**config.mk**
```make
export PLATFORM = sky130hd
export DESIGN_NAME = clut3d_front
export DESIGN_NICKNAME = d
export VERILOG_FILES = /design/src/hdl/clut3d_pkg.sv /design/src/hdl/clut3d_front.sv
export SDC_FILE = /design/constraint.sdc
export NUM_CORES = 1
export LEC_CHECK = 0
export ABC_AREA = 1
export BUFFER_PORTS_ARGS = -buffer_cell sky130_fd_sc_hd__buf_2
export CORE_AREA = 3 3 62 64
export DETAILED_ROUTE_END_ITERATION = 12
export DIE_AREA = 0 0 65 67
export HOLD_SLACK_MARGIN = 0.02
export PLACE_DENSITY_LB_ADDON = 0.12
export SLEW_MARGIN = 20
export SYNTH_ARGS = -nofsm -noshare
export SYNTH_HDL_FRONTEND = slang
export SYNTH_SLANG_ARGS = --single-unit
```
**constraint.sdc**
```tcl
create_clock -name clk -period 1.3 [get_ports clk]
set_input_delay 0.13 -clock clk [delete_from_list [all_inputs] [get_ports clk]]
set_output_delay 0.13 -clock clk [all_outputs]
set_load 0.01 [all_outputs]
```
**src/hdl/clut3d_pkg.sv**
```systemverilog
// Shared types and constants of the 3D color LUT core.
// No dependencies; every other file of the core but the assertion header uses it.
`default_nettype none

package clut3d_pkg;

    localparam int GRID_POINTS     = 32;
    localparam int ENTRY_FRAC_BITS = 12;
    localparam int QUEUE_DEPTH     = 4;

    localparam int CELL        = 256 / GRID_POINTS;
    localparam int CELL_BITS   = $clog2(CELL);
    localparam int COORD_BITS  = $clog2(GRID_POINTS);
    localparam int ADDR_BITS   = 3 * COORD_BITS;
    localparam int TABLE_SIZE  = GRID_POINTS * GRID_POINTS * GRID_POINTS;
    localparam int ENTRY_BITS  = 13;
    localparam int INDEX_BITS  = 15;
    localparam int PIXEL_BITS  = 8;
    localparam int NUM_BITS    = ENTRY_BITS + CELL_BITS;
    localparam int PROD_BITS   = NUM_BITS + 8;
    localparam int SCALE_SHIFT = CELL_BITS + ENTRY_FRAC_BITS;

    typedef enum logic [0:0] {
        OP_LOAD  = 1'b0,
        OP_GRADE = 1'b1
    } opcode_t;

    typedef enum logic [0:0] {
        JOB_WRITE = 1'b0,
        JOB_GRADE = 1'b1
    } job_kind_t;

    typedef struct packed {
        opcode_t                 opcode;
        logic [PIXEL_BITS-1:0]   pixel_red;
        logic [PIXEL_BITS-1:0]   pixel_green;
        logic [PIXEL_BITS-1:0]   pixel_blue;
        logic [INDEX_BITS-1:0]   entry_index;
        logic [ENTRY_BITS-1:0]   entry_red;
        logic [ENTRY_BITS-1:0]   entry_green;
        logic [ENTRY_BITS-1:0]   entry_blue;
    } clut_in_t;

    typedef struct packed {
        logic [PIXEL_BITS-1:0] graded_red;
        logic [PIXEL_BITS-1:0] graded_green;
        logic [PIXEL_BITS-1:0] graded_blue;
    } clut_out_t;

    typedef struct packed {
        logic [ENTRY_BITS-1:0] red;
        logic [ENTRY_BITS-1:0] green;
        logic [ENTRY_BITS-1:0] blue;
    } entry_t;

    typedef struct packed {
        logic [CELL_BITS-1:0] red;
        logic [CELL_BITS-1:0] green;
        logic [CELL_BITS-1:0] blue;
    } frac_t;

    typedef struct packed {
        job_kind_t            kind;
        logic [ADDR_BITS-1:0] addr_a;
        logic [ADDR_BITS-1:0] addr_b;
        entry_t               data;
        frac_t                frac;
    } job_t;

    typedef struct packed {
        logic full;
        logic empty;
    } queue_status_t;

endpackage

`default_nettype wire

```
**src/hdl/clut3d_front.sv**
```systemverilog
// Front end of the 3D color LUT core: accepts words, tracks table
// readiness, and turns words into write or grade jobs. Uses clut3d_pkg.
`default_nettype none

module clut3d_front (
    input  wire logic                        clk,
    input  wire logic                        rst_n,
    input  wire logic                        start,
    input  wire clut3d_pkg::clut_in_t        item,
    input  wire clut3d_pkg::queue_status_t   status,
    output logic                             push,
    output clut3d_pkg::job_t                 job
);

    logic table_ready_reg;
    logic table_ready_next;
    logic accept;
    logic index_ok;
    logic index_last;
    logic [clut3d_pkg::COORD_BITS-1:0] coord_r;
    logic [clut3d_pkg::COORD_BITS-1:0] coord_g;
    logic [clut3d_pkg::COORD_BITS-1:0] coord_b;

    // Clamp the top grid cell down one so the diagonal neighbor stays inside.
    function automatic logic [clut3d_pkg::COORD_BITS-1:0] grid_coord(
        input logic [clut3d_pkg::PIXEL_BITS-1:0] c
    );
        logic [clut3d_pkg::COORD_BITS-1:0] g;
        g = clut3d_pkg::COORD_BITS'(c >> clut3d_pkg::CELL_BITS);
        if (g == clut3d_pkg::COORD_BITS'(clut3d_pkg::GRID_POINTS - 1))
            g = clut3d_pkg::COORD_BITS'(clut3d_pkg::GRID_POINTS - 2);
        return g;
    endfunction

    assign accept     = start && !status.full;
    assign index_ok   = int'(item.entry_index) < clut3d_pkg::TABLE_SIZE;
    assign index_last = int'(item.entry_index) == clut3d_pkg::TABLE_SIZE - 1;

    assign coord_r = grid_coord(item.pixel_red);
    assign coord_g = grid_coord(item.pixel_green);
    assign coord_b = grid_coord(item.pixel_blue);

    always_comb
    begin
        job.addr_a     = {coord_b, coord_g, coord_r};
        job.addr_b     = {coord_b + 1'b1, coord_g + 1'b1, coord_r + 1'b1};
        job.data.red   = item.entry_red;
        job.data.green = item.entry_green;
        job.data.blue  = item.entry_blue;
        job.frac.red   = item.pixel_red[clut3d_pkg::CELL_BITS-1:0];
        job.frac.green = item.pixel_green[clut3d_pkg::CELL_BITS-1:0];
        job.frac.blue  = item.pixel_blue[clut3d_pkg::CELL_BITS-1:0];
        job.kind       = clut3d_pkg::JOB_WRITE;
        push             = 1'b0;
        table_ready_next = table_ready_reg;
        unique case (item.opcode)
            clut3d_pkg::OP_LOAD:
            begin
                // Write jobs address the table through addr_a.
                job.addr_a = clut3d_pkg::ADDR_BITS'(item.entry_index);
                push       = accept && index_ok;
                if (accept && index_last)
                    table_ready_next = 1'b1;
            end
            clut3d_pkg::OP_GRADE:
            begin
                job.kind = clut3d_pkg::JOB_GRADE;
                // Drop pixels until the last table entry has been loaded.
                push     = accept && table_ready_reg;
            end
        endcase
    end

    always_ff @(posedge clk or negedge rst_n)
    begin
        if (!rst_n)
            table_ready_reg <= 1'b0;
        else
            table_ready_reg <= table_ready_next;
    end

endmodule

`default_nettype wire

```
### After elaboration in Yosys (flattened, before gate mapping)

Cells that the tools add are included.

| word-level totals | value |
|---|---|
| register bits | 1 |
| bits of input ports | 84 |
| output and inout port bits | 80 |
| logic and storage cells | 20 |

| cells by class | value |
|---|---|
| $add $sub $neg | 3 |
| eq/ne operators | 4 |
| mux-type cells | 6 |
| bitwise logic cells | 1 |
| reductions and logical operators | 5 |

Operators with widths:

| cell | number |
|---|---|
| adder 5 x 1 -> 5 bit, second input constant | 3 |
| == test 15 x 1 -> 1 bit, second input constant | 1 |
| == test 5 bit, second input constant | 3 |
| 2-to-1 mux 15 bit | 1 |
| 2-to-1 mux 5 bit | 3 |
| logical AND 1 bit | 3 |
| one-hot mux 1 bit (2 select lines) | 1 |
| AND reduction 2 bit | 1 |
| zero test 1 bit | 1 |
| 2-to-1 mux 1 bit | 1 |
| inverter 1 bit | 1 |

### Longest topological paths before layout

| depth | value |
|---|---|
| word-level depth | 4 |
| gate-level depth with buffers | 6 |
| depth with buffers taken out | 6 |

### Worst setup path before layout

Ideal clock, no wire load.

| timing path | value |
|---|---|
| path kind | in2out |
| from | input item[68] in the netlist's numbering |
| to | output job[57] in the netlist's numbering |
| arrival time | 1.062 ns |
| required time | 1.170 ns |
| setup slack | 0.108 ns |
| stages on the path | 6 |
| buffers on the path | 0 |
| cell sequence | nand2_1 > o21ai_1 > inv_1 > ha_1 > nand3_1 > xor2_1 |

RTL lines:

| what | RTL line | text |
|---|---|---|
| start: declaration | clut3d_front.sv:9 | `input wire clut3d_pkg::clut_in_t item,` |
| end: declaration | clut3d_front.sv:12 | `output clut3d_pkg::job_t job` |

==> metrics.md <==
| Metric | Value |
|---|---|
| Run status | completed |
| Top-level port count | 164 |
| Number of library cell types mapped by synthesis | 23 |
| Max stage delay on crit path | 0.20 ns |
| Slew headroom | 0.7363 |
| Top cells by area in the synthesized netlist | buf_4 (41%), nand2_1 (21%), inv_1 (6.6%) |
| WP buf/inv | 3 |
| Cell type contributing the most total cell area after synthesis | buf_4 |
| Number of synthesized flops with an enable pin | 0 |
| Critical path type | in -> out |
| Static leakage power | 0.5958 nW |
| Arr. time, crit path | 1.08 ns |
| Routability cong. | 0.6832 |
| Pin count of the biggest net entering global routing | 25 |
| Final clock period utilization by the worst path | 0.9343 |
| Time the final worst path needs with I/O delays and setup | 1.215 ns |
| Maximum fanout along the worst path | 5 |
| Vias per cell | 4.416 |
| Synth Warn # | 0 |
| Post-Place Cells | 224 |
| Placed wire-length estimate after detailed placement | 2.217 mm |
| Insertion delay of the later-clocked pin in the worst-skew pair | 0 ns |
| Effective utilization at floorplan | 0.2711 |
| Wire length of the first global-routing pass | 3.912 mm |
| Nets@finish | 267 |
| Antenna violations before repair | 0 |
| Net count after synthesis | 248 |
| Remaining design rule violation count | 0 |
| Overall die height | 67 um |
| Critical path launch point type | input pin |
| Largest register FFs | 1 |
| Count leader, synth | nand2_1 |
| Proportion of synthesized chip area in sequential cells | 0.02766 |
| Total congestion overflow | 0 |
| Area added between synthesis and finish | 5.256% |
| Syn_area_per_cell | 5.550 um2 |
| Critical path data required time | 1.17 ns |
| Total iterations of the first detailed-routing run | 5 |
| Die footprint | 4355 um2 |
| Vias in the first global route | 920 |
| Final hold viol count | 0 |
| Max_cap viols | 0 |
| TNS Setup | 0 ns |
| Cell area power density | 371.8 nW/um2 |
| # rows | 21 |
| Overall track demand over capacity in global routing | 0.1070 |
| Async SR Flop Fraction | 1.000 |
| Most numerous cell on the critical path | buf_2 |
| Type of the most critical hold path | in -> out |
| Kind of end point of the critical path | output port |
| Worst path slowest cell | ha_2 |
| Crit path cell chain | buf_2, nand2_1, o21ai_2, inv_1, ha_2, nand3_2, xor2_1, buf_2 |
| Most used flip-flop cell after synthesis | dfrtp_1 |
| Fraction of layout cells with a size suffix above 1 | 0.4333 |
| Final slew viol count | 0 |
| Count of final setup violators | 0 |
| Critical path's top delay family | buffers and inverters |
| Number of non-filler instances in the completed layout | 226 |
| Commonest cells post-synth | nand2_1 (50), buf_4 (49), inv_1 (16) |
| Yosys top cell area share | 0.4066 |
| Worst setup skew after layout | 0 ns |
| Post-route design area | 952.2 um2 |
| Gate count after technology mapping | 163 |
| Overall via count from detail_route | 998 |
| Final hold slack | 0.2600 ns |
| Core area | 3337 um2 |
| Total Wirelength | 2.695 mm |
| Initial detailed-routing violation count | 26 |
| Transition time of the tightest slew-check pin | 0.3950 ns |
| Synthesis-stage register bit count | 1 |
| Number of port buffers | 66 |
| Wire per inst | 11.92 um |
| Share of the core filled with cells | 0.2853 |
| Fmax achieved | 823.3 MHz |
| Remaining number of nets flagged by the antenna check after routing | 0 |
| Post-synthesis cell area | 904.6 um2 |
| Width of the die | 65 um |
| Antenna Diode Count | 0 |
| Peak supply drop | 95.41 uV |
| Placed cell areas | 920.9 um2 |
==> cell families (layout without fill, tap and decap cells) <==
group / Yosys count / count (layout) / synth area share
buf+inv: 70 / 87 / 0.4979
fa+ha+maj: 1 / 1 / 0.01383
flops: 1 / 1 / 0.02766
compound gates: 19 / 19 / 0.1176
simple gates: 70 / 70 / 0.3237
xor+xnor: 2 / 2 / 0.01937
==> area by class of cell <==
type,count,area [um2]
timing repair buffer,70,365.4
sequential,1,25.02
fill,412,2385
tap,46,57.56
inverter,17,63.81
multi-input combinational,92,440.4
==> report_power, final <==
group	total, W	switching (W)	leakage (nW)	internal, W
Clock	0	0	0	0
Combinational	0.000322	0.000182	0.582	0.000140
Sequential	0.0000317	0.00000000520	0.0140	0.0000317
Total	0.000354	0.000182	0.596	0.000172
==> cells in the final DEF (no fill, tap or decap) <==
cell / netlist / final
nor2_2: 2 / 2
nand3b_1: 1 / 1
o21ai_0: 5 / 5
xor2_1: 2 / 2
nand4_1: 3 / 3
o211ai_1: 1 / 1
dlygate4sd3_1: 0 / 1
nor2_1: 8 / 8
inv_2: 1 / 1
dfrtp_1: 1 / 1
nand3_1: 4 / 3
inv_1: 16 / 16
o21bai_1: 1 / 1
a31o_2: 1 / 1
o21ai_1: 8 / 7
buf_4: 49 / 4
nand2_2: 1 / 1
a21oi_1: 2 / 2
nand2_1: 50 / 50
buf_2: 3 / 65
o21a_1: 1 / 1
o21ai_2: 0 / 1
nand3_2: 1 / 2
ha_2: 0 / 1
==> per-layer routing <==
| layer | global-route usage | vias to the layer above | routed length, um |
|---|---|---|---|
| met4 | 0.05277 | 0 | 102 |
| met1 | 0.1174 | 424 | 1038 |
| li1 | - | 488 | - |
| met5 | 0 | - | 0 |
| met2 | 0.1877 | 62 | 1259 |
| met3 | 0.03035 | 24 | 295 |
==> worst paths after layout <==
check,from,endpoint,slack (ns),cells past startpoint
min reg2reg,table_ready_reg,table_ready_reg,0.47,1
max in group asynchronous,rst_n,table_ready_reg,0.76,2
max reg2reg,table_ready_reg,table_ready_reg,0.67,1
min in group asynchronous,rst_n,table_ready_reg,0.45,2
max,item[68],job[57],0.09,8
min,item[54],job[0],0.26,0
==> what timing repair did <==
item,CTS,global route
hold endpoints to repair,1,0
setup buffers,0,1
hold buffers,1,0
setup endpoints to repair,0,1
gates resized for setup,0,4
==> through the flow <==
stage,power [W],setup WS (ns)
5_1_grt,0.0003909,-0.02291
3_5_place_dp,0.0003458,0.02136
3_3_place_gp,0.0003460,0.04421
6_report,0.0003541,0.08544
2_1_floorplan,0.0003352,0.1077
4_1_cts,0.0003501,0.01402
(Power assumes the default switching activity.)
