$ cat config.mk
export PLATFORM = sky130hd
export DESIGN_NAME = clut3d_queue
export DESIGN_NICKNAME = d
export VERILOG_FILES = /design/src/hdl/clut3d_pkg.sv /design/src/hdl/clut3d_queue.sv
export SDC_FILE = /design/constraint.sdc
export NUM_CORES = 1
export LEC_CHECK = 0
export ABC_AREA = 1
export ABC_CLOCK_PERIOD_IN_PS = 8700
export CAP_MARGIN = 20
export CORE_MARGIN = 1
export CORE_UTILIZATION = 50
export DETAILED_ROUTE_END_ITERATION = 8
export DONT_BUFFER_PORTS = 1
export PLACE_DENSITY = 0.71
export SKIP_LAST_GASP = 1
export SLEW_MARGIN = 0
export SYNTH_ARGS = -nofsm -noshare
export SYNTH_HDL_FRONTEND = slang
export SYNTH_SLANG_ARGS = --single-unit
$ cat constraint.sdc
create_clock -name clk -period 8.7 [get_ports clk]
set_input_delay 1.74 -clock clk [delete_from_list [all_inputs] [get_ports clk]]
set_output_delay 1.74 -clock clk [all_outputs]
set_load 0.02 [all_outputs]
$ cat src/hdl/clut3d_pkg.sv
// Shared types and constants of the 3D color LUT core.
// No dependencies; every other file of the core but the assertion header uses it.
`default_nettype none

package clut3d_pkg;

    localparam int GRID_POINTS     = 32;
    localparam int ENTRY_FRAC_BITS = 12;
    localparam int QUEUE_DEPTH     = 4;

    localparam int CELL        = 256 / GRID_POINTS;
    localparam int CELL_BITS   = $clog2(CELL);
    localparam int COORD_BITS  = $clog2(GRID_POINTS);
    localparam int ADDR_BITS   = 3 * COORD_BITS;
    localparam int TABLE_SIZE  = GRID_POINTS * GRID_POINTS * GRID_POINTS;
    localparam int ENTRY_BITS  = 13;
    localparam int INDEX_BITS  = 15;
    localparam int PIXEL_BITS  = 8;
    localparam int NUM_BITS    = ENTRY_BITS + CELL_BITS;
    localparam int PROD_BITS   = NUM_BITS + 8;
    localparam int SCALE_SHIFT = CELL_BITS + ENTRY_FRAC_BITS;

    typedef enum logic [0:0] {
        OP_LOAD  = 1'b0,
        OP_GRADE = 1'b1
    } opcode_t;

    typedef enum logic [0:0] {
        JOB_WRITE = 1'b0,
        JOB_GRADE = 1'b1
    } job_kind_t;

    typedef struct packed {
        opcode_t                 opcode;
        logic [PIXEL_BITS-1:0]   pixel_red;
        logic [PIXEL_BITS-1:0]   pixel_green;
        logic [PIXEL_BITS-1:0]   pixel_blue;
        logic [INDEX_BITS-1:0]   entry_index;
        logic [ENTRY_BITS-1:0]   entry_red;
        logic [ENTRY_BITS-1:0]   entry_green;
        logic [ENTRY_BITS-1:0]   entry_blue;
    } clut_in_t;

    typedef struct packed {
        logic [PIXEL_BITS-1:0] graded_red;
        logic [PIXEL_BITS-1:0] graded_green;
        logic [PIXEL_BITS-1:0] graded_blue;
    } clut_out_t;

    typedef struct packed {
        logic [ENTRY_BITS-1:0] red;
        logic [ENTRY_BITS-1:0] green;
        logic [ENTRY_BITS-1:0] blue;
    } entry_t;

    typedef struct packed {
        logic [CELL_BITS-1:0] red;
        logic [CELL_BITS-1:0] green;
        logic [CELL_BITS-1:0] blue;
    } frac_t;

    typedef struct packed {
        job_kind_t            kind;
        logic [ADDR_BITS-1:0] addr_a;
        logic [ADDR_BITS-1:0] addr_b;
        entry_t               data;
        frac_t                frac;
    } job_t;

    typedef struct packed {
        logic full;
        logic empty;
    } queue_status_t;

endpackage

`default_nettype wire

$ cat src/hdl/clut3d_queue.sv
// Short job queue between the front and back of the 3D color LUT core.
// Uses clut3d_pkg for the job and status types.
`default_nettype none

module clut3d_queue #(
    parameter int DEPTH = clut3d_pkg::QUEUE_DEPTH
) (
    input  wire logic                        clk,
    input  wire logic                        rst_n,
    input  wire logic                        push,
    input  wire clut3d_pkg::job_t            job_in,
    input  wire logic                        pop,
    output clut3d_pkg::job_t                 job_out,
    output clut3d_pkg::queue_status_t        status
);

    localparam int PTR_BITS   = (DEPTH > 1) ? $clog2(DEPTH) : 1;
    localparam int COUNT_BITS = $clog2(DEPTH + 1);

    clut3d_pkg::job_t slot_reg [DEPTH];

    logic [PTR_BITS-1:0]   wr_ptr_reg, wr_ptr_next;
    logic [PTR_BITS-1:0]   rd_ptr_reg, rd_ptr_next;
    logic [COUNT_BITS-1:0] count_reg, count_next;
    logic                  do_push;
    logic                  do_pop;

    function automatic logic [PTR_BITS-1:0] bump(input logic [PTR_BITS-1:0] p);
        if (p == PTR_BITS'(DEPTH - 1))
            return '0;
        return p + 1'b1;
    endfunction

    assign status.full  = count_reg == COUNT_BITS'(DEPTH);
    assign status.empty = count_reg == '0;
    assign do_push      = push && !status.full;
    assign do_pop       = pop && !status.empty;
    assign job_out      = slot_reg[rd_ptr_reg];

    always_comb
    begin
        wr_ptr_next = do_push ? bump(wr_ptr_reg) : wr_ptr_reg;
        rd_ptr_next = do_pop ? bump(rd_ptr_reg) : rd_ptr_reg;
        count_next  = count_reg;
        if (do_push && !do_pop)
            count_next = count_reg + 1'b1;
        else if (do_pop && !do_push)
            count_next = count_reg - 1'b1;
    end

    always_ff @(posedge clk)
    begin
        if (do_push)
            slot_reg[wr_ptr_reg] <= job_in;
    end

    always_ff @(posedge clk or negedge rst_n)
    begin
        if (!rst_n)
        begin
            wr_ptr_reg <= '0;
            rd_ptr_reg <= '0;
            count_reg  <= '0;
        end
        else
        begin
            wr_ptr_reg <= wr_ptr_next;
            rd_ptr_reg <= rd_ptr_next;
            count_reg  <= count_next;
        end
    end

endmodule

`default_nettype wire

### Word-level counts from Yosys, hierarchy flattened

Memory sizes are Yosys's and may differ from the RTL's.
Cells that the tools add are included.

* output and inout bits: 81
* input port bits: 83
* logic and storage cells: 31
* bits in writable memories: 316
* memories kept: 1
* bits in registers: 7

Memory list
* slot_reg: words 4, bits a word 79, read ports 1, clocked after memory_dff 0, wr ports 1, line clut3d_queue.sv:20 `clut3d_pkg::job_t slot_reg [DEPTH];`

* reduce and logical (&&, ||, !) cells: 10
* equality and inequality tests: 3
* add/subtract/negate cells: 4
* multiplexer cells: 10

Operators by type and width (count)
* two-way mux 2 bit: 4
* two-way mux 3 bit: 2
* adder 2 x 1 -> 2 bit (second input constant): 2
* == test 2 bit (second input constant): 2
* logical AND 1 bit: 4
* zero test 1 bit: 4
* two-way mux 1 bit: 4
* adder 3 x 1 -> 3 bit (second input constant): 1
* == test 3 bit (second input constant): 1
* zero test 3 bit: 1
* subtractor 3 x 1 -> 3 bit (second input constant): 1
* nonzero test 2 bit: 1

### Longest topological paths before layout

* word-level depth: 7
* mapped depth: 12
* mapped depth without buffers: 12

### Least setup slack after synthesis

OpenSTA, ideal clock, no wires.

* path kind: in2reg
* start point: input port push
* end point: memory slot_reg[0][0] in the netlist's numbering (enable)
* library setup time: 0.517 ns
* data required time: 8.183 ns
* buffers on the path: 0
* data arrival time: 5.180 ns
* slack: 3.003 ns
* cell stages on the path: 2
* cell sequence: nand2_1 nor2_1

* cells in the longest elaborated chain, start to end: 3

Ends and longest elaborated chain
* from (decl): line clut3d_queue.sv:10 `input wire logic push,`
* logical AND 1 bit: line clut3d_queue.sv:36 `assign do_push = push && !status.full;`
* two-way mux 1 bit: line clut3d_queue.sv:53 `if (do_push)`
* two-way mux 1 bit (implied by the code): line clut3d_queue.sv:54 `slot_reg[wr_ptr_reg] <= job_in;`
* to (decl): line clut3d_queue.sv:20

Every way passes these cells.

==> report_table.html <==
<table>
<tr><th>Metric</th><th>Value</th></tr>
<tr><th colspan="2">Run status</th></tr>
<tr><td>Status</td><td>finished clean</td></tr>
<tr><th colspan="2">Clocking</th></tr>
<tr><td>Hold-fix buffer count after cts</td><td>0</td></tr>
<tr><td>Clock insertion delay at the later pin of the skew report</td><td>approximately 0.50 ns</td></tr>
<tr><td>Cts bufs inserted</td><td>34</td></tr>
<tr><td>Maximum count of clock buffers along a single path</td><td>3</td></tr>
<tr><td>Post-cts resize count</td><td>0</td></tr>
<tr><td>Clock net sink count</td><td>323</td></tr>
<tr><td>Number of H-tree levels</td><td>2</td></tr>
<tr><td>Post-CTS repair timing setup buffer count</td><td>0</td></tr>
<tr><td>CTS tree</td><td>yes</td></tr>
<tr><td>Clock-pin transition on the worst setup and hold timing paths</td><td>roughly 0.060 ns</td></tr>
<tr><td>Clock Root Buffer</td><td>sky130_fd_sc_hd__clkbuf_16</td></tr>
<tr><th colspan="2">Yosys</th></tr>
<tr><td>Synth cell types</td><td>17</td></tr>
<tr><td>Count leader, synth</td><td>sky130_fd_sc_hd__edfxtp_1</td></tr>
<tr><td>Synthesized flop and latch total</td><td>323</td></tr>
<tr><td>Number of enable-type register cells in the synthesized netlist</td><td>~320</td></tr>
<tr><td>Most used flip-flop cell after synthesis</td><td>sky130_fd_sc_hd__edfxtp_1</td></tr>
<tr><td>Share of async-settable or async-resettable flops after synthesis</td><td>0.0217</td></tr>
<tr><td>Number of nets produced by synthesis</td><td>about 1100</td></tr>
<tr><td>Yosys top cell area share</td><td>0.738</td></tr>
<tr><td>Top cells by area in the synthesized netlist</td><td>sky130_fd_sc_hd__edfxtp_1 74%, sky130_fd_sc_hd__o211ai_1 9.2%, sky130_fd_sc_hd__nand2_1 7.4%</td></tr>
<tr><td>Commonest cells in the netlist</td><td>316 x sky130_fd_sc_hd__edfxtp_1, 252 x sky130_fd_sc_hd__nand2_1, 173 x sky130_fd_sc_hd__inv_1</td></tr>
<tr><td>Post-synthesis instance area</td><td>approximately 13000 um2</td></tr>
<tr><td>Share of the yosys chip area belonging to registers</td><td>0.751</td></tr>
<tr><td>Syn_area_per_cell</td><td>about 13 um2</td></tr>
<tr><td>Synth Warn #</td><td>0</td></tr>
<tr><td>Cell type with the largest total area after synthesis</td><td>sky130_fd_sc_hd__edfxtp_1</td></tr>
<tr><td>Instance count of the mapped netlist</td><td>just under 1000</td></tr>
<tr><th colspan="2">Global routing</th></tr>
<tr><td>Via count of the first global-routing pass</td><td>approximately 6900</td></tr>
<tr><td>Grt ovf</td><td>0</td></tr>
<tr><td>Maximum number of pins on one net before global-route repair</td><td>301</td></tr>
<tr><td>Antenna violations before repair</td><td>0</td></tr>
<tr><td>Wire length of the first global-routing pass</td><td>36900 um</td></tr>
<tr><td>Tot GR Track Use</td><td>0.184</td></tr>
<tr><th colspan="2">Layout</th></tr>
<tr><td>Inserted Diodes</td><td>0</td></tr>
<tr><td>Post-synthesis to final-layout area growth</td><td>10.6%</td></tr>
<tr><td>Largest register FFs</td><td>between 300 and 400</td></tr>
<tr><td>Net count reported at finish</td><td>about 1100</td></tr>
<tr><td>Fraction of final layout cells with drive strength greater than 1</td><td>0.0602</td></tr>
<tr><th colspan="2">Power</th></tr>
<tr><td>Total power per unit cell area</td><td>356 nW/um2</td></tr>
<tr><td>Leak pwr</td><td>5.34 nW</td></tr>
<tr><td>Largest vdd supply drop</td><td>about 240 uV</td></tr>
<tr><th colspan="2">Min path</th></tr>
<tr><td>Worst Hold Class</td><td>reg2reg</td></tr>
<tr><td>Hold-critical path depth</td><td>2</td></tr>
<tr><th colspan="2">Setup path</th></tr>
<tr><td>Number of cells on the worst reg-to-reg path</td><td>5</td></tr>
<tr><td>Maximum net fanout on the critical path</td><td>48</td></tr>
<tr><td>Data required time of the worst path</td><td>6.96 ns</td></tr>
<tr><td>Worst Path Class, Setup</td><td>reg2out</td></tr>
<tr><td>Arrival time at the worst endpoint</td><td>roughly 2.7 ns</td></tr>
<tr><td>Critical path capture point type</td><td>primary output</td></tr>
<tr><td>Crit start category</td><td>flip-flop</td></tr>
<tr><th colspan="2">STA</th></tr>
<tr><td>Total negative setup slack</td><td>0 ns</td></tr>
<tr><td>Peak clock frequency supported by timing</td><td>between 200 and 250 MHz</td></tr>
<tr><td>Pin slew with the least headroom to its limit</td><td>about 1.2 ns</td></tr>
<tr><td>Max Slew Vio Count</td><td>0</td></tr>
<tr><td>Final min period</td><td>approximately 4.5 ns</td></tr>
<tr><td>Number of hold violations in the final report</td><td>0</td></tr>
<tr><td>Final setup violating endpoints</td><td>0</td></tr>
<tr><td>Final critical-path share of the clock period</td><td>0.512</td></tr>
<tr><td>Unrepaired setup endpoints after global routing</td><td>no</td></tr>
<tr><td>Hold slack</td><td>between 0.4 and 0.5 ns</td></tr>
<tr><td>Clock skew</td><td>between 0.015 and 0.02 ns</td></tr>
<tr><td>Worst rel slew slack</td><td>0.194</td></tr>
<tr><th colspan="2">Floorplanning</th></tr>
<tr><td>Chip Height</td><td>between 150 and 200 um</td></tr>
<tr><td>Chip width</td><td>between 150 and 200 um</td></tr>
<tr><td>Die outline area</td><td>between 20000 and 30000 um2</td></tr>
<tr><td>Row Count</td><td>58</td></tr>
<tr><td>Starting utilization of the core area</td><td>0.511</td></tr>
<tr><td>Placeable core region</td><td>approximately 25000 um2</td></tr>
<tr><td>I/O Pins</td><td>164</td></tr>
<tr><th colspan="2">Place</th></tr>
<tr><td>Gpl congestion</td><td>between 0.7 and 0.8</td></tr>
<tr><td>Count of buffers inserted at the top-level ports</td><td>0</td></tr>
<tr><td>HPWL after detailed placement</td><td>roughly 13000 um</td></tr>
<tr><th colspan="2">Drt</th></tr>
<tr><td>Final routed wirelength across all metal layers</td><td>around 24000 um</td></tr>
<tr><td>Via count of the routed design</td><td>6965</td></tr>
<tr><td>DRC violation count after routing</td><td>0</td></tr>
<tr><td>Via-per-instance ratio</td><td>between 5 and 6</td></tr>
<tr><td>Wire per inst</td><td>18.0 um</td></tr>
<tr><td>Remaining antenna violation count</td><td>0</td></tr>
<tr><td>Router iterations before antenna repair</td><td>5</td></tr>
<tr><td>Number of violations reported at the end of detailed-routing iteration 0</td><td>roughly 460</td></tr>
<tr><th colspan="2">Flow run</th></tr>
<tr><td>MaxCap Viol Count</td><td>0</td></tr>
</table>
cells in the final DEF, fill, tap and decap left out:
cell	instances
sky130_fd_sc_hd__ha_1	6
sky130_fd_sc_hd__fa_1	1
sky130_fd_sc_hd__dfrtp_4	2
sky130_fd_sc_hd__clkinv_4	1
sky130_fd_sc_hd__clkbuf_1	5
sky130_fd_sc_hd__nand2_1	252
sky130_fd_sc_hd__nor2_4	4
sky130_fd_sc_hd__o21ai_0	1
sky130_fd_sc_hd__clkinvlp_4	2
sky130_fd_sc_hd__xnor2_1	1
sky130_fd_sc_hd__nand3_1	7
sky130_fd_sc_hd__clkinv_2	4
sky130_fd_sc_hd__buf_4	7
sky130_fd_sc_hd__clkbuf_16	37
sky130_fd_sc_hd__nor2_1	2
sky130_fd_sc_hd__clkinv_1	8
sky130_fd_sc_hd__edfxtp_1	316
sky130_fd_sc_hd__o211ai_1	158
sky130_fd_sc_hd__nand4_1	1
sky130_fd_sc_hd__dfrtp_1	5
sky130_fd_sc_hd__bufinv_16	2
sky130_fd_sc_hd__inv_1	173
sky130_fd_sc_hd__buf_12	1
power breakdown:
| group | switching [W] | leakage (nW) | internal, W |
|---|---|---|---|
| logic | 0.00120 | 1.84 | 0.000330 |
| registers | 0.000108 | 2.98 | 0.00205 |
| clock network | 0.000550 | 0.519 | 0.000827 |
per-stage QoR:
stage	util	worst slack [ns]	total power (W)	cells	instance area [um2]
final	0.565	4.25	0.00506	1326	14200
after global routing	0.565	4.04	0.00534	1326	14200
after CTS	0.565	4.14	0.00514	1326	14200
after detailed placement	0.522	4.64	0.00375	1268	13100
after global placement	0.522	4.68	0.00373	1268	13100
after floorplan	-	3.00	0.00346	982	12900
cell families after synthesis:
logic type | share of synthesized area
flip-flops | 0.751
AND/OR/NAND/NOR | 0.0785
buffers and inverters | 0.0695
AO/OA/AOI/OAI | 0.0926
adder cells (fa/ha/maj) | 0.00739
XOR/XNOR | 0.000681
metal layers:
layer	track usage	up-vias	wire length, um
met5	0	-	0
met3	0.0576	39	2000
met2	0.327	194	12100
li1	-	3384	-
met4	0.0639	0	560
met1	0.207	3348	9230
final cells by class:
type | instances | area [um2]
Fill cell | 1940 | 11000
Sequential cell | 323 | 9670
Multi-Input combinational cell | 433 | 2330
Clock buffer | 42 | 945
Inverter | 174 | 654
Tap cell | 330 | 413
Clock inverter | 16 | 129
Timing Repair Buffer | 8 | 72.6
worst paths after layout:
kind | startpoint | end | slack (ns)
worst max-delay path | rd_ptr_reg[1]$_DFFE_PN0P_ | job_out[76] | 4.25
worst min-delay path | count_reg[2]$_DFFE_PN0P_ | count_reg[2]$_DFFE_PN0P_ | 0.50
worst max register to register | count_reg[0]$_DFFE_PN0P_ | slot_reg[2][4]$_DFFE_PP_ | 5.77
worst min register to register | count_reg[2]$_DFFE_PN0P_ | count_reg[2]$_DFFE_PN0P_ | 0.50
max in group asynchronous | rst_n | rd_ptr_reg[0]$_DFFE_PN0P_ | 7.69
min in group asynchronous | rst_n | count_reg[0]$_DFFE_PN0P_ | 0.93
worst max-delay path, cell delays in order, from the launching register on:
cell,delay [ns]
sky130_fd_sc_hd__dfrtp_4,0.68
sky130_fd_sc_hd__clkinv_2,0.54
sky130_fd_sc_hd__buf_4,0.51
sky130_fd_sc_hd__o211ai_1,0.20
sky130_fd_sc_hd__nand2_1,0.21
Note: power is estimated with default switching activity, not from simulation.
